===== config.mk =====
export PLATFORM = sky130hd
export DESIGN_NAME = utf8_word_assembler
export DESIGN_NICKNAME = d
export VERILOG_FILES = /design/src/rtl/uwa_pkg.sv /design/src/rtl/utf8_word_assembler.sv /design/src/rtl/uwa_ctrl.sv /design/src/rtl/uwa_dp.sv
export SDC_FILE = /design/constraint.sdc
export NUM_CORES = 1
export LEC_CHECK = 0
export BUFFER_PORTS_ARGS = -buffer_cell sky130_fd_sc_hd__buf_4
export CAP_MARGIN = 15
export CORE_UTILIZATION = 56
export DETAILED_ROUTE_END_ITERATION = 16
export PLACE_DENSITY = 0.85
export SLEW_MARGIN = 0
export SYNTH_ARGS = -nofsm -noshare
export SYNTH_HDL_FRONTEND = slang
export SYNTH_SLANG_ARGS = --single-unit

===== constraint.sdc =====
create_clock -name aclk -period 4.3 [get_ports aclk]
set_clock_uncertainty 0.05 [all_clocks]
set_input_delay 0.645 -clock aclk [delete_from_list [all_inputs] [get_ports aclk]]
set_output_delay 0.645 -clock aclk [all_outputs]
set_load 0.05 [all_outputs]

===== src/rtl/uwa_pkg.sv =====
`default_nettype none

package uwa_pkg;

    // Word store geometry.
    localparam int STORE_DEPTH = 64;
    localparam int ADDR_W      = $clog2(STORE_DEPTH);
    localparam int COUNT_W     = ADDR_W + 1;

    // Field widths fixed by the interface.
    localparam int OP_W   = 2;
    localparam int CP_W   = 21;
    localparam int BYTE_W = 8;
    localparam int CFG_W  = 7;

    // Width used for the limit comparison.
    localparam int LIM_W = (COUNT_W > CFG_W) ? COUNT_W : CFG_W;

    // Reset value of the word limit.
    localparam logic [CFG_W-1:0] MAX_WORD_RESET = CFG_W'(64);

    // Worst-case bytes appended by one codepoint.
    localparam int MAX_ENC_BYTES = 4;

    // Operation codes of an input item.
    typedef enum logic [OP_W-1:0] {
        OP_FEED  = 2'd0,
        OP_BACK  = 2'd1,
        OP_CLEAR = 2'd2
    } op_t;

    // Controller states.
    typedef enum logic [2:0] {
        ST_IDLE,
        ST_WRITE,
        ST_CM_WAIT,
        ST_CM_LOAD,
        ST_CM_SEND,
        ST_BK_WAIT,
        ST_BK_CHECK
    } state_t;

    // Commands from the controller to the datapath.
    typedef struct packed {
        logic capture;   // latch codepoint and its encoded length
        logic clear;     // empty the word buffer
        logic write;     // store the next encoded byte
        logic rd_start;  // point the read pointer at the oldest byte
        logic load;      // move read data into the output register
        logic ptr_inc;   // advance the read pointer
        logic bk_start;  // point at the newest byte
        logic bk_dec;    // step back one byte
        logic bk_set;    // truncate the word at the read pointer
    } cmd_t;

    // Status from the datapath to the controller.
    typedef struct packed {
        logic is_boundary;  // incoming codepoint ends a word
        logic over_limit;   // appending could exceed the limit
        logic count_zero;   // buffer is empty
        logic wr_last;      // current byte is the last of the codepoint
        logic rd_last;      // read pointer is at the newest byte
        logic bk_stop;      // backspace walk has reached a lead byte or the start
        logic out_taken;    // output item accepted this cycle
    } status_t;

endpackage

`default_nettype wire


===== src/rtl/utf8_word_assembler.sv =====
// Word assembler for keyboard events, producing committed words as UTF-8 bytes.
// Input channel (s_valid/s_ready): one event per item, s_operation selects feed
// codepoint, backspace or clear; s_codepoint is used only for a feed. The block
// takes one event at a time and raises s_ready only when the previous event is
// fully done. Result channel (m_valid/m_ready): one byte of a committed word per
// item, oldest first, with m_last_byte set on the final byte.
// A clear, an ignored code or a dropped codepoint is handled in the idle state.
// A feed that appends captures the codepoint, then writes its n-byte encoding
// (1 to 4), one store write per cycle. A backspace steps back one byte at a
// time, each step waiting on the store's registered read. A commit streams each
// byte as read, load into the output register, then hand-off, which waits while
// m_ready is low.
// While the receiver stalls, the byte stays in the output register and no new
// event is accepted. cfg_we writes the word limit; write it only while idle.
// Reset empties the word buffer and sets the limit to 64. The store itself is
// not cleared; only bytes below the count are ever read.
`default_nettype none

module utf8_word_assembler (
    input  wire logic                          aclk,
    input  wire logic                          aresetn,
    input  wire logic                          s_valid,
    output logic                               s_ready,
    input  wire logic [uwa_pkg::OP_W-1:0]      s_operation,
    input  wire logic [uwa_pkg::CP_W-1:0]      s_codepoint,
    output logic                               m_valid,
    input  wire logic                          m_ready,
    output logic [uwa_pkg::BYTE_W-1:0]         m_word_byte,
    output logic                               m_last_byte,
    input  wire logic                          cfg_we,
    input  wire logic [uwa_pkg::CFG_W-1:0]     cfg_wdata
);

    uwa_pkg::cmd_t    cmd;
    uwa_pkg::status_t status;

    // Sequencer for events and commit streaming.
    uwa_ctrl u_ctrl (
        .aclk        (aclk),
        .aresetn     (aresetn),
        .s_valid     (s_valid),
        .s_ready     (s_ready),
        .s_operation (s_operation),
        .status      (status),
        .cmd         (cmd)
    );

    // Word store, counters, encoder and output register.
    uwa_dp u_dp (
        .aclk        (aclk),
        .aresetn     (aresetn),
        .s_codepoint (s_codepoint),
        .m_ready     (m_ready),
        .m_valid     (m_valid),
        .m_word_byte (m_word_byte),
        .m_last_byte (m_last_byte),
        .cfg_we      (cfg_we),
        .cfg_wdata   (cfg_wdata),
        .cmd         (cmd),
        .status      (status)
    );

endmodule

`default_nettype wire


===== src/rtl/uwa_ctrl.sv =====
`default_nettype none

module uwa_ctrl (
    input  wire logic                        aclk,
    input  wire logic                        aresetn,
    input  wire logic                        s_valid,
    output logic                             s_ready,
    input  wire logic [uwa_pkg::OP_W-1:0]    s_operation,
    input  wire uwa_pkg::status_t            status,
    output uwa_pkg::cmd_t                    cmd
);

    uwa_pkg::state_t state_reg;
    uwa_pkg::state_t state_next;

    // State register.
    always_ff @(posedge aclk) begin
        if (!aresetn) begin
            state_reg <= uwa_pkg::ST_IDLE;
        end else begin
            state_reg <= state_next;
        end
    end

    // Next state and command decode.
    always_comb begin
        state_next = state_reg;
        cmd        = '0;
        s_ready    = 1'b0;
        case (state_reg)
            uwa_pkg::ST_IDLE: begin
                s_ready = 1'b1;
                if (s_valid) begin
                    case (uwa_pkg::op_t'(s_operation))
                        uwa_pkg::OP_FEED: begin
                            if (status.is_boundary) begin
                                if (!status.count_zero) begin
                                    cmd.rd_start = 1'b1;
                                    state_next   = uwa_pkg::ST_CM_WAIT;
                                end
                            end else if (status.over_limit) begin
                                cmd.clear = 1'b1;
                            end else begin
                                cmd.capture = 1'b1;
                                state_next  = uwa_pkg::ST_WRITE;
                            end
                        end
                        uwa_pkg::OP_BACK: begin
                            if (!status.count_zero) begin
                                cmd.bk_start = 1'b1;
                                state_next   = uwa_pkg::ST_BK_WAIT;
                            end
                        end
                        uwa_pkg::OP_CLEAR: begin
                            cmd.clear = 1'b1;
                        end
                        default: begin
                        end
                    endcase
                end
            end
            uwa_pkg::ST_WRITE: begin
                cmd.write = 1'b1;
                if (status.wr_last) begin
                    state_next = uwa_pkg::ST_IDLE;
                end
            end
            uwa_pkg::ST_CM_WAIT: begin
                state_next = uwa_pkg::ST_CM_LOAD;
            end
            uwa_pkg::ST_CM_LOAD: begin
                cmd.load   = 1'b1;
                state_next = uwa_pkg::ST_CM_SEND;
            end
            uwa_pkg::ST_CM_SEND: begin
                if (status.out_taken) begin
                    if (status.rd_last) begin
                        cmd.clear  = 1'b1;
                        state_next = uwa_pkg::ST_IDLE;
                    end else begin
                        cmd.ptr_inc = 1'b1;
                        state_next  = uwa_pkg::ST_CM_WAIT;
                    end
                end
            end
            uwa_pkg::ST_BK_WAIT: begin
                state_next = uwa_pkg::ST_BK_CHECK;
            end
            uwa_pkg::ST_BK_CHECK: begin
                if (status.bk_stop) begin
                    cmd.bk_set = 1'b1;
                    state_next = uwa_pkg::ST_IDLE;
                end else begin
                    cmd.bk_dec = 1'b1;
                    state_next = uwa_pkg::ST_BK_WAIT;
                end
            end
            default: begin
                state_next = uwa_pkg::ST_IDLE;
            end
        endcase
    end

endmodule

`default_nettype wire


===== src/rtl/uwa_dp.sv =====
`default_nettype none

module uwa_dp (
    input  wire logic                          aclk,
    input  wire logic                          aresetn,
    input  wire logic [uwa_pkg::CP_W-1:0]      s_codepoint,
    input  wire logic                          m_ready,
    output logic                               m_valid,
    output logic [uwa_pkg::BYTE_W-1:0]         m_word_byte,
    output logic                               m_last_byte,
    input  wire logic                          cfg_we,
    input  wire logic [uwa_pkg::CFG_W-1:0]     cfg_wdata,
    input  wire uwa_pkg::cmd_t                 cmd,
    output uwa_pkg::status_t                   status
);

    // Word store, one write and one registered read per cycle.
    logic [uwa_pkg::BYTE_W-1:0] mem [uwa_pkg::STORE_DEPTH];

    logic [uwa_pkg::COUNT_W-1:0] count_reg;
    logic [uwa_pkg::ADDR_W-1:0]  ptr_reg;
    logic [uwa_pkg::CFG_W-1:0]   max_reg;
    logic [uwa_pkg::CP_W-1:0]    cp_reg;
    logic [1:0]                  len_m1_reg;
    logic [1:0]                  k_reg;
    logic [uwa_pkg::BYTE_W-1:0]  rd_data_reg;
    logic [uwa_pkg::BYTE_W-1:0]  out_data_reg;
    logic                        out_last_reg;
    logic                        out_valid_reg;

    logic [1:0]                  len_m1_next;
    logic [uwa_pkg::BYTE_W-1:0]  enc_byte;
    logic [uwa_pkg::LIM_W-1:0]   limit;
    logic [uwa_pkg::LIM_W:0]     needed;
    logic [uwa_pkg::COUNT_W-1:0] ptr_plus1;

    // True for the codepoints that end a word.
    function automatic logic is_boundary(input logic [uwa_pkg::CP_W-1:0] cp);
        logic res;
        res = 1'b0;
        if (cp[uwa_pkg::CP_W-1:7] == '0) begin
            case (cp[6:0])
                7'h00, 7'h09, 7'h0A, 7'h0D, 7'h20, 7'h21, 7'h22, 7'h27,
                7'h28, 7'h29, 7'h2C, 7'h2E, 7'h2F, 7'h3A, 7'h3B, 7'h3C,
                7'h3E, 7'h3F, 7'h5B, 7'h5C, 7'h5D, 7'h7B, 7'h7C, 7'h7D: begin
                    res = 1'b1;
                end
                default: begin
                    res = 1'b0;
                end
            endcase
        end else begin
            res = (cp == uwa_pkg::CP_W'(24'h0000A0)) ||
                  (cp == uwa_pkg::CP_W'(24'h0000AB)) ||
                  (cp == uwa_pkg::CP_W'(24'h0000BB));
        end
        return res;
    endfunction

    // Encoded length minus one of the incoming codepoint.
    always_comb begin
        if (s_codepoint < uwa_pkg::CP_W'(24'h000080)) begin
            len_m1_next = 2'd0;
        end else if (s_codepoint < uwa_pkg::CP_W'(24'h000800)) begin
            len_m1_next = 2'd1;
        end else if (s_codepoint < uwa_pkg::CP_W'(24'h010000)) begin
            len_m1_next = 2'd2;
        end else begin
            len_m1_next = 2'd3;
        end
    end

    // UTF-8 byte number k_reg of the captured codepoint.
    always_comb begin
        enc_byte = '0;
        case (len_m1_reg)
            2'd0: begin
                enc_byte = cp_reg[7:0];
            end
            2'd1: begin
                case (k_reg)
                    2'd0:    enc_byte = {3'b110, cp_reg[10:6]};
                    default: enc_byte = {2'b10, cp_reg[5:0]};
                endcase
            end
            2'd2: begin
                case (k_reg)
                    2'd0:    enc_byte = {4'b1110, cp_reg[15:12]};
                    2'd1:    enc_byte = {2'b10, cp_reg[11:6]};
                    default: enc_byte = {2'b10, cp_reg[5:0]};
                endcase
            end
            default: begin
                case (k_reg)
                    2'd0:    enc_byte = {5'b11110, cp_reg[20:18]};
                    2'd1:    enc_byte = {2'b10, cp_reg[17:12]};
                    2'd2:    enc_byte = {2'b10, cp_reg[11:6]};
                    default: enc_byte = {2'b10, cp_reg[5:0]};
                endcase
            end
        endcase
    end

    // Effective limit is the smaller of the register and the store depth.
    always_comb begin
        if (uwa_pkg::LIM_W'(max_reg) > uwa_pkg::LIM_W'(uwa_pkg::STORE_DEPTH)) begin
            limit = uwa_pkg::LIM_W'(uwa_pkg::STORE_DEPTH);
        end else begin
            limit = uwa_pkg::LIM_W'(max_reg);
        end
        needed = (uwa_pkg::LIM_W+1)'(count_reg) +
                 (uwa_pkg::LIM_W+1)'(uwa_pkg::MAX_ENC_BYTES);
    end

    assign ptr_plus1 = uwa_pkg::COUNT_W'(ptr_reg) + uwa_pkg::COUNT_W'(1);

    // Status toward the controller.
    always_comb begin
        status.is_boundary = is_boundary(s_codepoint);
        status.over_limit  = needed > {1'b0, limit};
        status.count_zero  = (count_reg == '0);
        status.wr_last     = (k_reg == len_m1_reg);
        status.rd_last     = (ptr_plus1 == count_reg);
        status.bk_stop     = (ptr_reg == '0) || (rd_data_reg[7:6] != 2'b10);
        status.out_taken   = out_valid_reg && m_ready;
    end

    // Configuration register.
    always_ff @(posedge aclk) begin
        if (!aresetn) begin
            max_reg <= uwa_pkg::MAX_WORD_RESET;
        end else if (cfg_we) begin
            max_reg <= cfg_wdata;
        end
    end

    // Byte count of the buffered word.
    always_ff @(posedge aclk) begin
        if (!aresetn) begin
            count_reg <= '0;
        end else if (cmd.clear) begin
            count_reg <= '0;
        end else if (cmd.write) begin
            count_reg <= count_reg + uwa_pkg::COUNT_W'(1);
        end else if (cmd.bk_set) begin
            count_reg <= uwa_pkg::COUNT_W'(ptr_reg);
        end
    end

    // Captured codepoint and position within its encoding.
    always_ff @(posedge aclk) begin
        if (cmd.capture) begin
            cp_reg     <= s_codepoint;
            len_m1_reg <= len_m1_next;
            k_reg      <= 2'd0;
        end else if (cmd.write) begin
            k_reg <= k_reg + 2'd1;
        end
    end

    // Read pointer, shared by commit streaming and the backspace walk.
    always_ff @(posedge aclk) begin
        if (cmd.rd_start) begin
            ptr_reg <= '0;
        end else if (cmd.ptr_inc) begin
            ptr_reg <= ptr_reg + uwa_pkg::ADDR_W'(1);
        end else if (cmd.bk_start) begin
            ptr_reg <= uwa_pkg::ADDR_W'(count_reg - uwa_pkg::COUNT_W'(1));
        end else if (cmd.bk_dec) begin
            ptr_reg <= ptr_reg - uwa_pkg::ADDR_W'(1);
        end
    end

    // Store write and registered read.
    always_ff @(posedge aclk) begin
        if (cmd.write) begin
            mem[count_reg[uwa_pkg::ADDR_W-1:0]] <= enc_byte;
        end
        rd_data_reg <= mem[ptr_reg];
    end

    // Output register.
    always_ff @(posedge aclk) begin
        if (!aresetn) begin
            out_valid_reg <= 1'b0;
        end else if (cmd.load) begin
            out_valid_reg <= 1'b1;
        end else if (out_valid_reg && m_ready) begin
            out_valid_reg <= 1'b0;
        end
    end

    always_ff @(posedge aclk) begin
        if (cmd.load) begin
            out_data_reg <= rd_data_reg;
            out_last_reg <= status.rd_last;
        end
    end

    assign m_valid     = out_valid_reg;
    assign m_word_byte = out_data_reg;
    assign m_last_byte = out_last_reg;

    // The buffer never holds more bytes than the store.
    a_count_bound: assert property (@(posedge aclk) disable iff (!aresetn)
        count_reg <= uwa_pkg::COUNT_W'(uwa_pkg::STORE_DEPTH))
        else $error("byte count exceeds store depth");

    // No byte is appended while a committed byte is still pending.
    a_no_write_during_out: assert property (@(posedge aclk) disable iff (!aresetn)
        cmd.write |-> !out_valid_reg)
        else $error("store written while output pending");

    // Delivering the last byte of a word leaves the buffer empty.
    a_commit_empties: assert property (@(posedge aclk) disable iff (!aresetn)
        (out_valid_reg && m_ready && out_last_reg) |=> (count_reg == '0))
        else $error("buffer not empty after commit");

    // A new output byte is never loaded over one that was not yet taken.
    a_no_overrun: assert property (@(posedge aclk) disable iff (!aresetn)
        cmd.load |-> !out_valid_reg)
        else $error("output register overrun");

endmodule

`default_nettype wire


==> metrics <==
status finished clean; syn avg cell area between 15 and 20 um2; sw power 0.00507 W; met1 Resource Use GR approximately 33%; final hold violation count 0; first-pass GRT wire length slightly above 80 mm; die area ~43000 um2; dpl hpwl around 33 mm; CP peak stage delay 580 ps; # Max-Cap Violations 0; largest net degree at the start of global routing 65; Cells after Synth 1267; DRC viols 0; Sw Share 30.5%; most common cell after layout, fill and taps aside edfxtp_1; Slew @ Worst Pin 1190 ps; Core Area approximately 42000 um2; sequential area share after synthesis between 70% and 80%; Total Wirelength 54.6 mm; crit-path most repeated cell ha_1; GPL Wtd Cong a little over 0.9; grt met2 use 44.3%; RSZ-0062 raised after global routing no; Detailed Route Iter0 Violations 1928; CP max FO 25; Worst path top cell family by delay simple AND/OR/NAND/NOR gates; R2R setup slack around 970 ps; final instance area 26500 um2; CTS Hold Bufs 0; Detailed Routing Iterations Pass 1 7; Unique masters post-synth between 60 and 70; met3 GRT Util under 10%; GR Overflow Total 0; Initial Util between 50% and 60%; Hold Crit Class input port to flop; EDFF count, synth between 500 and 600; period utilization between 70% and 80%; # diodes 0; CTS root buffer clkbuf_16; crit path DAT ~3600 ps; placed cells ~1800; Final setup viols 0; post-CTS sizing 0; setup bufs post-CTS 0; Die Y approximately 210 um; Fmax about 300 MHz; Comb pwr share around 28%; Leakage between 8 and 9 nW; CTS buffer count 54; CTS tree yes; Reg clk slew, reported paths 60 ps; H-tree depth 2; Worst Setup End Kind flop; power share of the clock group between 20 and 30%; Final ANT Viol Nets 0; Final Non-Filler Cells around 1900; critical path, cell by cell clkinv_1 -> ha_1 -> ha_1 -> nand4_1 -> nor2_1 -> a211oi_1 -> or3_1 -> nor3b_4 -> buf_4; syn_nets around 1300; Reg power frac between 40% and 50%; vias in the first global route roughly 13000; Setup TNS 0 ps; pwr/cell area between 600 and 700 nW/um2; layout cells sized above 1 between 20% and 30%; Clock Sinks just under 600; worst path bufs/invs 2; Seq. cell area 17000 um2; GRT busiest layer met2; clk_lat worst skew 620 ps; DIE WIDTH 208 um; Critical Path RT between 4000 and 5000 ps; wire length per cell around 29 um; Ports 46; final net count 1381; antenna violations before repair 1; Longest Clk Path Bufs 3; Synth Register Bits 578; internal power 0.0115 W; Post-DP Area around 25000 um2; Max stage delay cell, worst path dfxtp_1; vias ~13000; Worst Setup Path Type flop to flop; WP depth 9; gr usage total 25.9%; count of input and output buffers 45; vias per inst 6.60; Filler cells roughly 2700; area of the multi-input gates between 6000 and 7000 um2; Slew Limit Headroom between 20% and 30%; num rows 75; fin. max-slew vios 0; area growth from synthesis to layout 11.5%; Hold Crit Depth 1; minimum clock period 3330 ps; Syn. warnings 0; ys flop type edfxtp_1; worst vdd ir around 0.34 mV; CP Launch Type flop; mapped cell area around 24000 um2; max FFs per register between 500 and 600; commonest cells after routing, fill and taps aside edfxtp_1 (544), mux4_2 (166), nor2_1 (112); async set-reset flop share out of synthesis 0%; Reg2Reg Depth 9
[synth_stat cells, types with 12 or more instances]
library cell  instances  share of area [%]
xnor2_1              12               0.44
nand2_1              57               0.90
nor2b_1              12               0.32
nor2_1              112                1.8
edfxtp_1            544                 69
inv_1                21               0.33
dfxtp_1              34                2.9
nand3_1              29               0.61
mux4_2              166                 16
mux2i_1              15               0.63
a21oi_1              24               0.51
clkbuf_1             40               0.63
buf_2                16               0.34
ha_1                 23                1.2
o21ai_0              24               0.51
[kinds of logic after synthesis]
kind of cell,synth area share (%)
flops,71.6
compound gates,3.51
simple gates,5.03
buf+inv,1.68
mux,16.4
fa+ha+maj,1.21
xor+xnor,0.589
[power by group through the flow]
stage / clock (W) / combinational, W / sequential, W
after floorplan: 0 / 0.00338 / 0.00718
after global placement: 0 / 0.00438 / 0.00751
after detailed placement: 0 / 0.00455 / 0.00753
after CTS: 0.00466 / 0.00462 / 0.00741
after global routing: 0.00486 / 0.00484 / 0.00744
final: 0.00462 / 0.00459 / 0.00741
[worst register-to-register path: stages (launching register included)]
cell	delay, ps
dfxtp_1	580
clkinv_1	370
ha_1	380
ha_1	330
nand4_1	100
nor2_1	150
a211oi_1	60
or3_1	460
nor3b_4	190
buf_4	330
[path summary, 6_finish.rpt]
kind | endpoint | from
max | u_dp.cp_reg[9]$_DFFE_PP_ | u_dp.count_reg[3]$_SDFFE_PP0P_
min | u_dp.cp_reg[11]$_DFFE_PP_ | s_codepoint[11]
max reg2reg | u_dp.cp_reg[9]$_DFFE_PP_ | u_dp.count_reg[3]$_SDFFE_PP0P_
min reg2reg | u_dp.m_word_byte[5]$_DFFE_PP_ | u_dp.rd_data_reg[5]$_DFF_P_
[layout make-up]
cell class,count,share of cell area (%)
multi-input combinational,598,24.4
timing repair buffer,69,2.10
tap,539,2.54
sequential,578,64.3
clock inverter,37,1.16
clock buffer,64,5.28
inverter,22,0.312
[metrics by stage]
step | total power (W) | worst slack, ps | utilization [%] | hold WS, ps
4_1_cts | 0.0167 | 1030 | 63.2 | 139
2_1_floorplan | 0.0106 | 17.0 | - | 336
5_1_grt | 0.0171 | 814 | 63.2 | 152
3_3_place_gp | 0.0119 | 1100 | 59.1 | 379
3_5_place_dp | 0.0121 | 1050 | 59.1 | 379
6_report | 0.0166 | 967 | 63.2 | 159
[layer usage]
| metal | share of wire [%] | vias up | wire (um) |
|---|---|---|---|
| met5 | 0.024 | - | 13 |
| met4 | 4.0 | 2 | 2210 |
| met3 | 8.1 | 152 | 4440 |
| met2 | 51 | 741 | 27900 |
| met1 | 37 | 6412 | 20000 |
| li1 | - | 5284 | - |
Note: power is estimated with default switching activity, not from simulation.
